==> src/sv/spcc_ram.sv <==
module spcc_ram #(
    parameter int WIDTH = 8,
    parameter int DEPTH = 16
) (
    input  logic                     clk,
    input  logic                     we,
    input  logic [$clog2(DEPTH)-1:0] waddr,
    input  logic [WIDTH-1:0]         wdata,
    input  logic [$clog2(DEPTH)-1:0] raddr,
    output logic [WIDTH-1:0]         rdata
);
    logic [WIDTH-1:0] mem [DEPTH];

    always_ff @(posedge clk)
    begin
        if (we)
        begin
            mem[waddr] <= wdata;
        end
        rdata <= mem[raddr];
    end
endmodule

==> config.mk <==
export PLATFORM = sky130hd
export DESIGN_NAME = spcc_ram
export DESIGN_NICKNAME = d
export VERILOG_FILES = /design/src/sv/spcc_ram.sv
export SDC_FILE = /design/constraint.sdc
export NUM_CORES = 1
export LEC_CHECK = 0
export BUFFER_PORTS_ARGS = -buffer_cell sky130_fd_sc_hd__buf_2
export CORE_ASPECT_RATIO = 1.25
export CORE_MARGIN = 2
export CORE_UTILIZATION = 54
export DETAILED_ROUTE_END_ITERATION = 8
export PLACE_DENSITY_LB_ADDON = 0.08
export SYNTH_ARGS = -nofsm -noshare
export SYNTH_HDL_FRONTEND = slang
export SYNTH_SLANG_ARGS = --single-unit
==> constraint.sdc <==
create_clock -name clk -period 1.85 [get_ports clk]
set_input_delay 0.37 -clock clk [delete_from_list [all_inputs] [get_ports clk]]
set_output_delay 0.37 -clock clk [all_outputs]
set_load 0.02 [all_outputs]
-- Word-level counts from Yosys, hierarchy flattened
Memories as Yosys holds them, arrays and structs flattened. A register that Yosys moved wholly into a read port is not among the register bits.
Cells that the tools add are included.
- multiplexer cells: 2
- operator list (kind ; number):
    2-to-1 mux 1 bit ; 2
- memories kept: 1
- input bits: 18
- flip-flop bits (word level): 0
- memory bits (writable): 128
- word-level logic and storage cells: 3
- memory list (memory ; depth ; bits a word ; rd ports ; clocked after Yosys merged registers in ; write ports ; RTL line ; RTL):
    mem ; 16 ; 8 ; 1 ; 1 ; 1 ; 12 ; logic [WIDTH-1:0] mem [DEPTH];

-- Longest topological paths before layout
- depth in word-level cells: 2
- gate-level depth with buffers: 5
- depth with buffers taken out: 3

-- Worst setup path after synthesis
Ideal clock, no wire load.
- path type: input port to flip-flop
- start: input waddr[2]
- end: memory mem[0][0] (enable)
- path slack: -0.013 ns
- data arrival time: 1.480 ns
- stages: 2
- required time: 1.467 ns
- setup time: 0.383 ns
- path buffers: 0
- cells stage by stage: or3b_2 -> nor3_1
- RTL lines (element ; RTL line ; RTL):
    start: declaration ; 7 ; input logic [$clog2(DEPTH)-1:0] waddr,
    end: declaration ; 12 ;
Straight into the memory's write port.

==> metrics.cfg <==
[sta]
fmax_ghz=0.716
timing.final.ws_setup_ns=0.453
skew_ns=0.00668
hold_viol_final=0
relSlewSlack_pct=72.6
finalMaxSlewViolations=0
worst_pin_slew_ns=0.411
setup_violations=0
setup_tns_ns=0
period_share_pct=75.5
grt_setup_unrepaired=no
min_period_ns=1.40

[global_route]
antenna_found_initial=0
grt-ovfl-total=0
grt_max_degree=19
grt_pass1_wl_mm=15.0
gr-usage-all-layers_pct=20.8
first_global_vias=2595

[clock_network]
cts_max_level=4
cts_root_buf=clkbuf_16
cts_buffer_depth=2
hold_buffers=0
cts_sinks=136
post_cts_buffers=0
cts_buffers=17
clkLatencyLatePin_ns=0.41
cts_tree=yes
cts_resized=0
path_clk_slew_ns=0.06

[power]
power_density_nw_per_um2=1180
p_sw_share_pct=20.0
seq_power_share_pct=47.1
combPwrFrac_pct=4.8
p_leak_nw=2.16
power_mw=7.36
switchingPower_mw=1.47
power.share.clock_pct=48.2
ir_worst_vdd_uv=734
intPower_mw=5.89

[finish]
ff_latch_area_um2=4000
multi_input_area_um2=1060
final_net_count=311
nFillCells=603
diodes=0
most-common-layout-cells=edfxtp_1 (128), buf_4 (28), buf_2 (25), mux4_2 (18), clkbuf_16 (17)
synthToLayoutAreaGrowth_pct=21.1
post-route-util_pct=67.6
final_common_cell=edfxtp_1
drive_gt1_share_pct=35.0

[routing]
ant_nets=0
drcViolationCount=0
top_layer=met4
drtIter0Drc=263
wl_met2_mm=4.96
drt_wl_total_mm=9.71
num_vias=2453
met3_length_um=430
dr.pass1.iters=5
wl_per_cell_um=22.6
routed_via_density=5.72
wl_met1_mm=4.29

[run_status]
status=complete, no violations

[floorplan]
pin_count=26
dieArea_um2=10300
die_h_um=113
core_area_um2=9220
fp-row-count=39
die_w_um=91.3
initial_core_util_pct=55.8

[placed_design]
hpwl_mm=6.32
routabilityCongestion=0.766
place_ws_ns=0.0129
io_buffers=25

[worst_setup_path]
arrival_ns=1.68
crit_fanout=1
slowest_delay_ns=0.48
cp_slowest_cell=mux4_1
cp_data_required_time_ns=2.13
cp-start-kind=flip-flop
cp_cell_sequence=mux4_1 > a22oi_1 > nand2_1
critPathCaptureType=flip-flop
path_class=flip-flop to flip-flop

[synthesis]
syn-num-nets=247
netlist_instances=229
ys_warn_count=0
synth_area_leaders=edfxtp_1 (75%), mux4_2 (7.9%), mux4_1 (7.1%), dfxtp_1 (3.1%), a22oi_1 (2.3%)
synth_area_leader_cell=edfxtp_1
synth_top_flop_cell=edfxtp_1
ys_seq_area_share_pct=77.8
synth-seq-cells=136
synth_edf_count=128
yosys.cell_types.count=19
synth.top_cell.area_share_pct=74.7
syn_area_um2=5150
ys_async_sr_fraction_pct=0
syn_area_per_cell_um2=22.5

[worst_hold_path]
min_path_type=input port to flip-flop

[run]
cap_violations=0

## final timing paths
path,startpoint,end,slack [ns],cells after the start
setup / recovery,mem[11][4],rdata[4],0.45,3
hold / removal,wdata[6],mem[4][6],0.35,1
setup reg to reg,mem[11][4],rdata[4],0.45,3
hold reg to reg,mem[14][1],rdata[1],0.66,3
## cells by family after synthesis
kind of cell	share of synthesized area, %
AOI/OAI and AO/OA	2.33
and+or+nand+nor	3.18
muxes	15.0
DFF	77.8
buffers and inverters	1.68
## worst max-delay path: cells and delay by family, from the launching register on
kind	cells	cell delay, ns
muxes	1	0.48
DFF	1	0.38
AOI/OAI and AO/OA	1	0.34
and+or+nand+nor	1	0.08
## power by group through the flow
stage	Combinational, mW	Clock, mW	Sequential (mW)
after floorplan	0.175	0	3.55
after global placement	0.349	0	3.53
after detailed placement	0.354	0	3.53
after CTS	0.355	3.59	3.47
after global routing	0.377	3.73	3.47
final	0.350	3.55	3.47
## cell type report
| class | count | share of cell area (%) |
|---|---|---|
| multi-input combinational | 83 | 17.0 |
| clock buffer | 18 | 7.05 |
| clock inverter | 14 | 3.17 |
| tap | 123 | 2.47 |
| timing repair buffer | 55 | 6.02 |
| sequential | 136 | 64.2 |
## synthesized netlist by cell type, types with 2 or more instances
cell type	number
buf_6	3
mux4_1	14
clkdlybuf4s25_2	3
nand3b_1	2
mux4_2	18
nand2_1	9
dfxtp_1	8
a22oi_1	16
buf_2	3
nor3_1	4
edfxtp_1	128
nor2_1	13
nand2b_1	2
## state kept, by name, indices dropped and copies added (netlist names)
register,flops
rdata,8
mem,128
## layer usage
layer,up-vias,GRT usage [%]
met5,-,0
met2,64,33.0
met1,1287,28.9
li1,1100,-
met3,2,5.59
met4,0,6.36
## per-stage QoR
step	hold slack [ns]	cells	cell area [µm²]
2_1_floorplan	0.469	229	5150
3_3_place_gp	0.648	397	5600
3_5_place_dp	0.655	397	5600
4_1_cts	0.341	429	6230
5_1_grt	0.354	429	6230
6_report	0.347	429	6230
Note: power is estimated with default switching activity, not from simulation.
