==> src/sv/spcc_pkg.sv <==
package spcc_pkg;

    localparam int MAX_ATOMS_DEF     = 1024;
    localparam int MOLECULE_BITS_DEF = 8;
    localparam int PROBE_COUNT       = 14;
    localparam int COORD_W           = 20;
    localparam int PROBE_W           = COORD_W + 1;
    localparam int DIFF_W            = COORD_W + 3;
    localparam int SQ_W              = 2 * DIFF_W;
    localparam int SUM_W             = SQ_W + 2;
    localparam int DRAIN_CYCLES      = PROBE_COUNT + 6;
    localparam int DRAIN_W           = $clog2(DRAIN_CYCLES + 1);

    // Register indexes on the configuration port.
    localparam logic [2:0] REG_ATOM_COUNT = 3'd0;
    localparam logic [2:0] REG_BOX_LENGTH = 3'd1;
    localparam logic [2:0] REG_RADIUS_SQ  = 3'd2;
    localparam logic [2:0] REG_AXIS_OFF   = 3'd3;
    localparam logic [2:0] REG_DIAG_OFF   = 3'd4;

    localparam logic FUNC_LOAD  = 1'b0;
    localparam logic FUNC_QUERY = 1'b1;

    // Sign of each probe offset per axis: six axis probes, then eight corners.
    localparam int PROBE_SX [PROBE_COUNT] = '{1, -1, 0, 0, 0, 0, 1, 1, 1, 1, -1, -1, -1, -1};
    localparam int PROBE_SY [PROBE_COUNT] = '{0, 0, 1, -1, 0, 0, 1, 1, -1, -1, 1, 1, -1, -1};
    localparam int PROBE_SZ [PROBE_COUNT] = '{0, 0, 0, 0, 1, -1, 1, -1, 1, -1, 1, -1, 1, -1};

    typedef logic signed [COORD_W-1:0] coord_t;
    typedef logic signed [PROBE_W-1:0] probe_t;

    typedef enum logic [2:0] {
        ST_IDLE,
        ST_BASE,
        ST_SWEEP,
        ST_DRAIN,
        ST_DONE
    } state_t;

    typedef struct packed {
        logic [10:0] atom_count;
        logic [18:0] box_length;
        logic [31:0] radius_sq;
        logic [11:0] axis_off;
        logic [11:0] diag_off;
    } cfg_t;

    typedef struct packed {
        logic        clear;
        logic        load_probe;
        coord_t      base_x;
        coord_t      base_y;
        coord_t      base_z;
        logic [11:0] axis_off;
        logic [11:0] diag_off;
        logic [18:0] box_length;
        logic [31:0] radius_sq;
    } cell_ctrl_t;

    typedef struct packed {
        logic   valid;
        coord_t x;
        coord_t y;
        coord_t z;
    } atom_tok_t;

endpackage

==> src/sv/spcc_regs.sv <==
module spcc_regs (
    input  logic              clk,
    input  logic              rst_n,
    input  logic              psel,
    input  logic              penable,
    input  logic              pwrite,
    input  logic [4:0]        paddr,
    input  logic [31:0]       pwdata,
    output logic [31:0]       prdata,
    output logic              pready,
    output spcc_pkg::cfg_t    cfg
);
    spcc_pkg::cfg_t cfg_reg;
    logic           wr_en;
    logic [2:0]     idx;

    assign wr_en  = psel && penable && pwrite;
    assign idx    = paddr[4:2];
    assign pready = 1'b1;
    assign cfg    = cfg_reg;

    always_ff @(posedge clk or negedge rst_n)
    begin
        if (!rst_n)
        begin
            cfg_reg.atom_count <= 11'd1;
            cfg_reg.box_length <= 19'd76800;
            cfg_reg.radius_sq  <= 32'd802816;
            cfg_reg.axis_off   <= 12'd1536;
            cfg_reg.diag_off   <= 12'd887;
        end
        else if (wr_en)
        begin
            unique case (idx)
                spcc_pkg::REG_ATOM_COUNT: cfg_reg.atom_count <= pwdata[10:0];
                spcc_pkg::REG_BOX_LENGTH: cfg_reg.box_length <= pwdata[18:0];
                spcc_pkg::REG_RADIUS_SQ:  cfg_reg.radius_sq  <= pwdata;
                spcc_pkg::REG_AXIS_OFF:   cfg_reg.axis_off   <= pwdata[11:0];
                spcc_pkg::REG_DIAG_OFF:   cfg_reg.diag_off   <= pwdata[11:0];
                default: ;
            endcase
        end
    end

    always_comb
    begin
        unique case (idx)
            spcc_pkg::REG_ATOM_COUNT: prdata = {21'd0, cfg_reg.atom_count};
            spcc_pkg::REG_BOX_LENGTH: prdata = {13'd0, cfg_reg.box_length};
            spcc_pkg::REG_RADIUS_SQ:  prdata = cfg_reg.radius_sq;
            spcc_pkg::REG_AXIS_OFF:   prdata = {20'd0, cfg_reg.axis_off};
            spcc_pkg::REG_DIAG_OFF:   prdata = {20'd0, cfg_reg.diag_off};
            default:                  prdata = 32'd0;
        endcase
    end
endmodule

==> config.mk <==
export PLATFORM = sky130hd
export DESIGN_NAME = spcc_regs
export DESIGN_NICKNAME = d
export VERILOG_FILES = /design/src/sv/spcc_pkg.sv /design/src/sv/spcc_regs.sv
export SDC_FILE = /design/constraint.sdc
export NUM_CORES = 1
export LEC_CHECK = 0
export BUFFER_PORTS_ARGS = -buffer_cell sky130_fd_sc_hd__buf_2
export CORE_UTILIZATION = 52
export DETAILED_ROUTE_END_ITERATION = 8
export GPL_TIMING_DRIVEN = 0
export HOLD_SLACK_MARGIN = 0.06
export MAX_ROUTING_LAYER = met4
export PLACE_DENSITY = 0.85
export SYNTH_ARGS = -nofsm -noshare
export SYNTH_HDL_FRONTEND = slang
export SYNTH_SLANG_ARGS = --single-unit
==> constraint.sdc <==
create_clock -name clk -period 1.9 [get_ports clk]
set_input_delay 0.095 -clock clk [delete_from_list [all_inputs] [get_ports clk]]
set_output_delay 0.095 -clock clk [all_outputs]
set_load 0.01 [all_outputs]
### Word level (Yosys, flattened, before mapping)

Index checks and enable logic that the tools add are counted.
W data, S select, Z words.

* output and inout bits: 119
* memory bits (read-only): 0
* RAM bits: 0
* memories kept: 0
* input bits: 42
* bits in latches: 0
* word-level logic and storage cells: 18
* bits in registers: 86

* shifts and indexed selects: 0
* reduce and logical (&&, ||, !) cells: 8
* div/mod/pow operators: 0
* $lt $le $gt $ge: 0
* eq/ne operators: 4
* multiply operators: 0
* bitwise gates (word level): 0
* add/sub/neg operators: 0
* multiplexer cells: 1

Operators with widths (count)
* $pmux W32 S5: 1
* $reduce_and A2 Y1: 5
* $eq A3 B2 Y1 const B: 2
* $eq A3 B1 Y1 const B: 1
* $eq A3 B3 Y1 const B: 1
* $logic_not A3 Y1: 1
* $logic_and A1 B1 Y1: 2

### Logic depth before layout (Yosys ltp)

* depth in word-level cells: 3
* depth in mapped cells: 5
* gate-level depth less buffers: 3

### Worst setup path before layout

No wires, ideal clock.

* path type: input to output
* start point: input port paddr[4]
* end point: output port prdata[0]
* required time: 1805 ps
* buffers on the path: 1
* stages: 3
* arrival: 1138 ps
* path slack: 667 ps
* cells stage by stage: buf_1 mux2_2 a221o_1

* longest elaborated chain between the ends: 2
* elaborated cells between the ends (all ways): 6
* those cells by class: eq/ne: 4; mux: 1; reduce/logical: 1

Ends and longest elaborated chain
* start: declaration: line spcc_regs.sv:7 `input logic [4:0] paddr,`
* $eq A3 B3 Y1 (tied with other cells): line spcc_regs.sv:47 `unique case (idx)`
* $pmux W32 S5 (*): line spcc_regs.sv:47
* end: declaration: line spcc_regs.sv:9 `output logic [31:0] prdata,`

Every way passes the cells marked *; elsewhere a longest branch is shown, timed or not.

### Final worst setup path

* start point: input port paddr[4]
* end point: output port prdata[2]

The elaborated chain is that of the path after synthesis.

==> run metrics <==
status finished clean; largest net degree at the start of global routing 50; WL per Instance roughly 18 µm; Static Leakage around 0.0028 µW; core area approximately 7300 µm²; CP dominant cell by count buf_2; FF-to-FF setup slack 1.09 ns; initial antenna violation count 0; M3 GR Usage between 6 and 7%; Core Util, Final ~75%; Slew Limit Fails 0; GRT met1 Usage between 30 and 40%; clock latency on the worst-skew pair approximately 0.35 ns; vias per cell ~5.3; DIE AREA 7940 µm²; slew of the pin with the lowest slew margin 0.707 ns; Overflow after GRT 0; # setup viols final 0; CP Cell Sequence buf_2 > buf_1 > mux2_2 > a221o_1 > buf_2; RSZ-0062 raised after global routing no; Cells after Synth around 280; critical-path cell with the highest stage delay buf_1; H-tree depth 3; Yosys cell types 28; IO Count roughly 160; simple logic cell fraction of the synthesized area under 10%; XOR/XNOR share of the synthesized area 0%; #FFs+latches synth 86; Peak Freq around 0.56 GHz; port bufs 157; sequential cell area fraction in the yosys report 55.1%; DIE WIDTH 89.1 µm; R2R cell count 1; final count of hold timing violations 0; Max Cap Violations 0; global-route wire length before repair 15500 µm; Worst slew margin 52.9%; Place WS -0.0866 ns; # nets final between 500 and 600; R2R Path Start cfg[29]$_DFFE_PN0P_; CP Data Required Time 1.80 ns; endpoint class of the critical path primary output; critical path startpoint category input port; max reg flops 86; M2 GR Usage 46.5%; adder-cell share of the synthesized area 0%; area share of the largest cell type after synthesis 43.1%; Peak VDD IR 0.000672 V; Tot Pwr approximately 5400 µW; CP max stage delay 0.56 ns; Worst Setup Slack, final approximately 0.12 ns; Power Dens Cells 986 nW/µm²; Setup Crit Path Kind in -> out; Total Routing Usage GR between 20% and 30%; Mean Syn Cell Area 13.9 µm²; end of the worst register-to-register path cfg[29]$_DFFE_PN0P_; CTS buffer count 9; Post-Route Skew 0 ns; Bufs on Longest Clock Path 2; DRC Markers 0; ranking of synthesized cells by area dfrtp_1 43%, mux2_2 27%, dfstp_2 12%, mux2i_1 3.3%, a221o_1 2.5%; CTS tree yes; Mapped Nets 325; mux contribution to synthesized area a little under a third; crit path DAT 1.69 ns; CTS Sinks 86; root buf cell clkbuf_8; gr busiest metal met2; Worst-path clk slew 0.08 ns; share of layout cells above drive strength 1 62.2%; vias 3097; Final min period approximately 1.8 ns; Hold Crit Class in -> async; drt total wl about 10000 µm; Yosys warnings 0; post-synth top area cell dfrtp_1; die span in y around 89 µm; area delta synth->final 38.1%; largest family of logic cells by synthesized area multiplexers; gp weighted congestion between 0.7 and 0.8; Inserted Diodes 0; DPL Wire Length 7000 µm; detailed-router iteration count before antenna repair 4; Tcrit/Tclk final between 90% and 100%; Std-Cell Rows 31; compound-cell area share of the yosys netlist roughly 4.4%; post-route ant nets 0; number of global-route vias before repair between 3000 and 4000; Initial Utilization a little over half; synthesized area 3940 µm²; critical-path maximum fanout 10; 1st-iter DRT viols 82
==> cell usage after synthesis (all sizes together) <==
cell type and instances:
nor2b 2, nor2 22, o22ai 1, nand2 2, nand4 1, dfrtp 68, a21o 1, o32ai 1
nor3b 1, mux2 97, inv 1, a221o 10, and2 13, nand4b 1, dfstp 18, buf 13
mux2i 13, nand2b 2, nor3 2, clkbuf 6, conb 1, a22oi 7
==> metrics by stage <==
stage          instances  TNS (ns)  area (µm²)  hold slack, ns
5_1_grt              589         0        5450           0.284
3_3_place_gp         539    -0.237        4850           0.329
3_5_place_dp         540    -0.540        4880          0.0962
6_report             589         0        5450           0.246
4_1_cts              589         0        5450           0.254
2_1_floorplan        283         0        3940          -0.201
==> power breakdown <==
| part | switching, µW | internal, µW |
|---|---|---|
| sequential | 267 | 2240 |
| combinational | 663 | 739 |
| clock | 646 | 812 |
==> layer usage <==
layer  wire (µm)  vias to the layer above
met3         595                        7
met4          92                        0
met5           0                        -
met1        4540                     1548
met2        5220                      120
li1            -                     1422
==> critical path: cells and delay by family <==
| family | cells | cell delay [ns] |
|---|---|---|
| AO/OA/AOI/OAI | 1 | 0.33 |
| buffers and inverters | 3 | 0.84 |
| multiplexers | 1 | 0.41 |
==> cell families after synthesis <==
family	after synthesis
buffers and inverters	20
and+or+nand+nor	46
AOI/OAI and AO/OA	20
DFF	86
muxes	110
other	1
==> layout make-up <==
class / count / area [µm²]
multi-input combinational: 177 / 1660
inverter: 1 / 3.75
clock buffer: 11 / 151
clock inverter: 5 / 81.3
tap: 99 / 124
fill: 533 / 1840
sequential: 86 / 2170
buffer: 19 / 106
timing repair buffer: 191 / 1150
==> worst max-delay path by stage <==
stage	depth (start not counted)	slack, ns	endpoint	start
finish	5	0.12	prdata[2]	paddr[4]
global route	5	0.06	prdata[6]	paddr[4]
CTS	5	0.11	prdata[2]	paddr[4]
detailed placement	6	-0.09	prdata[4]	paddr[2]
global placement	6	-0.06	prdata[0]	paddr[2]
floorplan	3	0.67	prdata[0]	paddr[4]
==> placed cells by master (no fill, tap or decap), types with 2 or more instances in the layout <==
cell | netlist | final
buf_2 | 6 | 162
mux2_2 | 95 | 95
dfrtp_1 | 68 | 68
dlygate4sd3_1 | 0 | 33
nor2_1 | 20 | 20
dfstp_2 | 18 | 18
mux2i_1 | 13 | 13
and2_1 | 13 | 13
clkbuf_8 | 0 | 11
a221o_1 | 10 | 10
a22oi_1 | 7 | 7
buf_4 | 5 | 6
clkbuf_1 | 6 | 5
nor2b_1 | 2 | 2
nand2b_1 | 2 | 2
nor2_2 | 2 | 2
nand2_1 | 2 | 2
mux2_1 | 2 | 2
bufinv_16 | 0 | 2
==> repair_timing <==
action / CTS / global route
resized for setup: 1 / 0
endpoints found under the setup margin: 10 / 0
endpoints found under the hold margin: 119 / 0
hold buffers: 33 / 0
setup buffers: 0 / 0
Note: power is estimated with default switching activity, not from simulation.
