`src/sv/spcc_pkg.sv`:
```
package spcc_pkg;

    localparam int MAX_ATOMS_DEF     = 1024;
    localparam int MOLECULE_BITS_DEF = 8;
    localparam int PROBE_COUNT       = 14;
    localparam int COORD_W           = 20;
    localparam int PROBE_W           = COORD_W + 1;
    localparam int DIFF_W            = COORD_W + 3;
    localparam int SQ_W              = 2 * DIFF_W;
    localparam int SUM_W             = SQ_W + 2;
    localparam int DRAIN_CYCLES      = PROBE_COUNT + 6;
    localparam int DRAIN_W           = $clog2(DRAIN_CYCLES + 1);

    // Register indexes on the configuration port.
    localparam logic [2:0] REG_ATOM_COUNT = 3'd0;
    localparam logic [2:0] REG_BOX_LENGTH = 3'd1;
    localparam logic [2:0] REG_RADIUS_SQ  = 3'd2;
    localparam logic [2:0] REG_AXIS_OFF   = 3'd3;
    localparam logic [2:0] REG_DIAG_OFF   = 3'd4;

    localparam logic FUNC_LOAD  = 1'b0;
    localparam logic FUNC_QUERY = 1'b1;

    // Sign of each probe offset per axis: six axis probes, then eight corners.
    localparam int PROBE_SX [PROBE_COUNT] = '{1, -1, 0, 0, 0, 0, 1, 1, 1, 1, -1, -1, -1, -1};
    localparam int PROBE_SY [PROBE_COUNT] = '{0, 0, 1, -1, 0, 0, 1, 1, -1, -1, 1, 1, -1, -1};
    localparam int PROBE_SZ [PROBE_COUNT] = '{0, 0, 0, 0, 1, -1, 1, -1, 1, -1, 1, -1, 1, -1};

    typedef logic signed [COORD_W-1:0] coord_t;
    typedef logic signed [PROBE_W-1:0] probe_t;

    typedef enum logic [2:0] {
        ST_IDLE,
        ST_BASE,
        ST_SWEEP,
        ST_DRAIN,
        ST_DONE
    } state_t;

    typedef struct packed {
        logic [10:0] atom_count;
        logic [18:0] box_length;
        logic [31:0] radius_sq;
        logic [11:0] axis_off;
        logic [11:0] diag_off;
    } cfg_t;

    typedef struct packed {
        logic        clear;
        logic        load_probe;
        coord_t      base_x;
        coord_t      base_y;
        coord_t      base_z;
        logic [11:0] axis_off;
        logic [11:0] diag_off;
        logic [18:0] box_length;
        logic [31:0] radius_sq;
    } cell_ctrl_t;

    typedef struct packed {
        logic   valid;
        coord_t x;
        coord_t y;
        coord_t z;
    } atom_tok_t;

endpackage

```
`src/sv/spcc_cell.sv`:
```
module spcc_cell #(
    parameter int SX   = 0,
    parameter int SY   = 0,
    parameter int SZ   = 0,
    parameter bit DIAG = 1'b0
) (
    input  logic                   clk,
    input  logic                   rst_n,
    input  spcc_pkg::cell_ctrl_t   ctrl,
    input  spcc_pkg::atom_tok_t    tok_in,
    output spcc_pkg::atom_tok_t    tok_out,
    output logic                   hit
);
    localparam int DW = spcc_pkg::DIFF_W;
    localparam int QW = spcc_pkg::SQ_W;
    localparam int UW = spcc_pkg::SUM_W;

    spcc_pkg::probe_t    px_reg, py_reg, pz_reg;
    logic                tok_valid_reg;
    spcc_pkg::coord_t    tok_x_reg, tok_y_reg, tok_z_reg;
    logic                a_valid_reg, b_valid_reg, hit_reg;
    logic [DW-1:0]       ax_reg, ay_reg, az_reg;
    logic [QW-1:0]       qx_reg, qy_reg, qz_reg;
    logic [11:0]         off;
    logic [UW-1:0]       sum;

    function automatic spcc_pkg::probe_t place(spcc_pkg::coord_t b, logic [11:0] o, int s);
        spcc_pkg::probe_t ob;
        ob = spcc_pkg::probe_t'({1'b0, o});
        if (s > 0)
            return spcc_pkg::probe_t'(b) + ob;
        else if (s < 0)
            return spcc_pkg::probe_t'(b) - ob;
        else
            return spcc_pkg::probe_t'(b);
    endfunction

    // Minimum-image difference, returned as a magnitude.
    function automatic logic [DW-1:0] wrap_mag(spcc_pkg::probe_t p, spcc_pkg::coord_t a,
                                               logic [18:0] box);
        logic signed [DW-1:0] d;
        logic signed [DW:0]   two_d;
        logic signed [DW:0]   boxs;
        d     = $signed(DW'(p)) - $signed(DW'(a));
        two_d = $signed({d, 1'b0});
        boxs  = $signed({{(DW + 1 - 19){1'b0}}, box});
        if (two_d > boxs)
            d = d - $signed({{(DW - 19){1'b0}}, box});
        else if (two_d < -boxs)
            d = d + $signed({{(DW - 19){1'b0}}, box});
        return d[DW-1] ? DW'(-d) : DW'(d);
    endfunction

    assign off     = DIAG ? ctrl.diag_off : ctrl.axis_off;
    assign tok_out = {tok_valid_reg, tok_x_reg, tok_y_reg, tok_z_reg};
    assign hit     = hit_reg;
    assign sum     = UW'(qx_reg) + UW'(qy_reg) + UW'(qz_reg);

    always_ff @(posedge clk)
    begin
        if (ctrl.load_probe)
        begin
            px_reg <= place(ctrl.base_x, off, SX);
            py_reg <= place(ctrl.base_y, off, SY);
            pz_reg <= place(ctrl.base_z, off, SZ);
        end
        tok_x_reg <= tok_in.x;
        tok_y_reg <= tok_in.y;
        tok_z_reg <= tok_in.z;
        ax_reg <= wrap_mag(px_reg, tok_in.x, ctrl.box_length);
        ay_reg <= wrap_mag(py_reg, tok_in.y, ctrl.box_length);
        az_reg <= wrap_mag(pz_reg, tok_in.z, ctrl.box_length);
        qx_reg <= QW'(ax_reg) * QW'(ax_reg);
        qy_reg <= QW'(ay_reg) * QW'(ay_reg);
        qz_reg <= QW'(az_reg) * QW'(az_reg);
    end

    always_ff @(posedge clk or negedge rst_n)
    begin
        if (!rst_n)
        begin
            tok_valid_reg <= 1'b0;
            a_valid_reg   <= 1'b0;
            b_valid_reg   <= 1'b0;
            hit_reg       <= 1'b0;
        end
        else
        begin
            tok_valid_reg <= tok_in.valid;
            a_valid_reg   <= tok_in.valid;
            b_valid_reg   <= a_valid_reg;
            if (ctrl.clear)
                hit_reg <= 1'b0;
            else if (b_valid_reg && sum < UW'(ctrl.radius_sq))
                hit_reg <= 1'b1;
        end
    end
endmodule
```
`config.mk`:
```
export PLATFORM = sky130hd
export DESIGN_NAME = spcc_cell
export DESIGN_NICKNAME = d
export VERILOG_FILES = /design/src/sv/spcc_pkg.sv /design/src/sv/spcc_cell.sv
export SDC_FILE = /design/constraint.sdc
export NUM_CORES = 2
export LEC_CHECK = 0
export BUFFER_PORTS_ARGS = -buffer_cell sky130_fd_sc_hd__buf_4
export CORE_UTILIZATION = 60
export CTS_BUF_LIST = sky130_fd_sc_hd__clkbuf_8
export CTS_CLUSTER_SIZE = 40
export DETAILED_ROUTE_END_ITERATION = 7
export PLACE_DENSITY = 0.88
export SYNTH_ARGS = -nofsm -noshare
export SYNTH_HDL_FRONTEND = slang
export SYNTH_SLANG_ARGS = --single-unit
```
`constraint.sdc`:
```
create_clock -name clk -period 9.5 [get_ports clk]
set_input_delay 0.475 -clock clk [delete_from_list [all_inputs] [get_ports clk]]
set_output_delay 0.475 -clock clk [all_outputs]
set_load 0.03 [all_outputs]
```
* After elaboration in Yosys (flattened, before gate mapping)
Index checks and enable logic that the tools add are counted.
W data, S select, Z words.
** Cells by class
- Add/sub/neg operators :: 15
- Multipliers :: 3
- Order comparisons :: 7
- Mux-type cells :: 11
- Reductions and logical operators :: 2
** Operators by type and width (count)
- $mul A23 B23 Y46 :: 3
- $mux W23 :: 6
- $lt A22 B24 Y1 :: 3
- $neg A23 Y23 :: 3
- $add A21 B20 Y22 :: 3
- $gt A22 B20 Y1 :: 3
- $mux W22 :: 3
- $sub A21 B20 Y22 :: 3
- $sub A20 B20 Y21 :: 3
- $add A47 B46 Y48 :: 1
- $lt A48 B32 Y1 :: 1
- $add A46 B46 Y47 :: 1
- $neg A19 Y24 :: 1
- $mux W1 :: 2
- $reduce_bool A2 Y1 :: 1
- $logic_and A1 B1 Y1 :: 1
** Word-level totals
- Register bits after elaboration :: 330
- Bits of input ports :: 200
- Output and inout bits :: 62
- Word-level logic and storage cells :: 56

* Logic depth before layout (Yosys ltp)
- Word-level depth :: 6
- Mapped depth :: 30
- Mapped depth without buffers :: 29

* Worst setup path before layout
No wires, ideal clock.
- Kind :: register -> register
- Start point :: register ay_reg[8]
- End point :: register qy_reg[45]
- Setup time :: 0.072 ns
- Arrival :: 7.401 ns
- Data required time :: 9.428 ns
- Setup slack :: 2.027 ns
- Stages on the path, launching flop included :: 28
- Path buffers :: 1
- Clock period less this slack :: 7.473 ns
- Cells stage by stage :: dfxtp_1 -> clkbuf_1 -> nand2_1 -> fa_1 -> inv_1 -> fa_1 -> inv_1 -> fa_1 -> inv_1 -> fa_1 -> inv_1 -> fa_1 -> inv_1 -> fa_1 -> fa_1 -> ha_1 -> a21o_1 -> a21o_1 -> a21o_1 -> a21oi_1 -> a311oi_1 -> a221o_1 -> a2111oi_0 -> nor3_1 -> a221oi_1 -> o21ai_0 -> a21oi_1 -> xnor2_1
** Between the ends
- Word-level cells in the longest chain between the ends :: 1
** RTL lines
- start, declared :: line spcc_cell.sv:22 : logic [DW-1:0] ax_reg, ay_reg, az_reg;
- start signal, assigned :: line spcc_cell.sv:71 : ay_reg <= wrap_mag(py_reg, tok_in.y, ctrl.box_length);
- $mul A23 B23 Y46 :: line spcc_cell.sv:74 : qy_reg <= QW'(ay_reg) * QW'(ay_reg);
- end signal, assigned :: line spcc_cell.sv:74
- end, declared :: line spcc_cell.sv:23 : logic [QW-1:0] qx_reg, qy_reg, qz_reg;
No other way between the ends.
A chain may end at the register's enable or synchronous reset.

* Worst setup path after layout
- Start point :: register ay_reg[0]
- End point :: register qy_reg[45]
Same word-level chain as after synthesis.

==> results.toml <==
[synth]
ys_ff_latch = 327
synth_cell_types = 108
syn_inst = 7724
synth_common_cells = "inv_1 (1719), fa_1 (1211), ha_1 (899), nand2_1 (577), a21oi_1 (351)"
yosysTopAreaCellShare_pct = 34.5
synth_warnings = 0
synthMostInstantiatedCell = "inv_1"
synth_top_cell_by_area = "fa_1"
syn-mean-instance-area_um2 = 9.09
synth-edff-count = 60
ys_seq_area_share_pct = 10.2
syn_area_mm2 = 0.0702
synth.area.top_cells = "fa_1 (35%), ha_1 (16%), inv_1 (9.2%)"
ys.flop_type = "dfxtp_1"
synthArstFlopShare_pct = 0.917

[final_layout]
final_cell_count_no_fill = 9596
fillers = 8794
final_layout_size_suffix_gt1_share_pct = 6.37
fin_area_mm2 = 0.0763
area_delta_synth_final_pct = 8.73
nets = 10300

[global_route]
grt_pass1_wl_um = 306000
grt.total_usage_pct = 32.7
grt_remaining_overflow = 0
antenna_found_initial = 9
grt_pass1_vias = 60200
grt_max_degree = 61

[clocking]
cts_htree_levels = 2
cts.clk_slew.worst_paths_ps = 70
post_cts_resized = 0
cts_hold_buf = 123
cts_tree = "done"
cts_setup_buffers = 0
root_buffer = "clkbuf_8"
cts.path.max_buffers = 3
cts_made_buffers = 60
clk_latency_ps = 760
cts.sinks = 327

[worst_setup_path]
cp_slowest_cell = "dfxtp_1"
critPathMaxStageDelay_ps = 900
crit_path_max_fanout = 19
worstPathArrival_ps = 9120
worstPathRequired_ps = 10110
cp-end-kind = "register"
start_kind = "register"
critical_path_class = "register to register"
cp_common_cell = "inv_1"

[min_path]
hold_class = "primary input to asynchronous set/reset pin"

[floorplanning]
pin_count = 262
die_h_um = 344
core_mm2 = 0.116
rows = 125
initial_utilization_pct = 60.5
die-area_mm2 = 0.118
fp.dieW_um = 344

[placed_design]
gp_congestion = 0.987
place_inst = 9362
dpl-instance-area_mm2 = 0.0737
io_buffers = 237
dp_hpwl_um = 154000

[route]
wire_per_inst_um = 19.7
vias = 55800
antenna_left = 0
dr.pass1.iters = 7
drt-total-wl_um = 189000
vias_per_cell = 5.82
drt-initial-drc-count = 3988
drc = 0

[sta]
setup_tns_ps = 0
slew_headroom_pct = 18.7
rsz0062_at_grt = "false"
hold_viol_final = 0
finalCritPeriodShare_pct = 89.6
tightest_slew_ps = 1200
hold_slack_ps = 75.7
max_clock_freq_ghz = 0.118
finalSetupViolCount = 0
drv_slew = 0
skew_ps = 60.4
min_period_ps = 8510

[run_status]
status = "complete, no violations"

[flow_run]
drv_cap = 0
## through the flow
step	worst slack (ps)	util, %
2_1_floorplan	2030	-
3_3_place_gp	1200	63.5
3_5_place_dp	1120	63.5
4_1_cts	1090	65.8
5_1_grt	545	65.8
6_report	990	65.8
## layer usage
metal / global-route usage, % / share of wire [%] / wire length, µm
met5: 0 / 0.016 / 30
met4: 17.6 / 6.0 / 11400
met3: 6.46 / 8.6 / 16200
met2: 54.5 / 47 / 89500
met1: 39.9 / 38 / 71500
## critical path, delay by kind of cell (launching register included)
| family | cells | cell delay [ps] |
|---|---|---|
| compound gates | 9 | 2130 |
| xor+xnor | 1 | 120 |
| fa+ha+maj | 8 | 3110 |
| buf+inv | 7 | 660 |
| flops | 1 | 900 |
| simple gates | 4 | 1470 |
## final timing paths
path	startpoint	end	slack (ps)	cells after the start
max in group asynchronous	rst_n	b_valid_reg$_DFF_PN0_	9330	2
max	ay_reg[0]$_DFF_P_	qy_reg[45]$_DFF_P_	990	29
min reg2reg	a_valid_reg$_DFF_PN0_	b_valid_reg$_DFF_PN0_	390	0
max reg2reg	ay_reg[0]$_DFF_P_	qy_reg[45]$_DFF_P_	990	29
min in group clk	ctrl[135]	py_reg[8]$_DFFE_PP_	340	1
min	rst_n	a_valid_reg$_DFF_PN0_	80	2
## logic make-up (layout without fill, tap and decap cells)
logic type / count (synthesis) / count (layout) / share of synthesized area [%]
adders and majority gates: 2110 / 2110 / 50.6
buffers and inverters: 1940 / 2278 / 10.4
and+or+nand+nor: 1729 / 1729 / 12.1
AOI/OAI and AO/OA: 1221 / 1221 / 11.7
xor gates and xnor gates: 365 / 365 / 4.55
DFF: 327 / 327 / 10.2
muxes: 30 / 30 / 0.451
other: 2 / 12 / 0.0107
## layout by cell type (no fill, tap or decap), types with 102 or more instances in the layout
| cell type | n |
|---|---|
| fa_1 | 1211 |
| xnor2_1 | 246 |
| nor2_1 | 311 |
| a21o_1 | 169 |
| dfxtp_1 | 264 |
| and2_1 | 341 |
| dlygate4sd3_1 | 123 |
| a21oi_1 | 351 |
| nand2_1 | 577 |
| o21ai_0 | 185 |
| inv_1 | 1727 |
| nor3_1 | 102 |
| buf_4 | 325 |
| xor2_1 | 119 |
| ha_1 | 899 |
## cell type report
class,count,area (µm²),area share [%]
antenna,3,7.51,0.00983
clock inverter,33,337,0.441
tap,1524,1910,2.50
inverter,1722,6460,8.47
sequential,327,7160,9.38
clock buffer,75,1030,1.35
multi-input combinational,5464,55800,73.0
timing repair buffer,448,3670,4.81
Power is not shown: default switching activity piles up to over one toggle a cycle in this logic, so the estimate is an artifact.
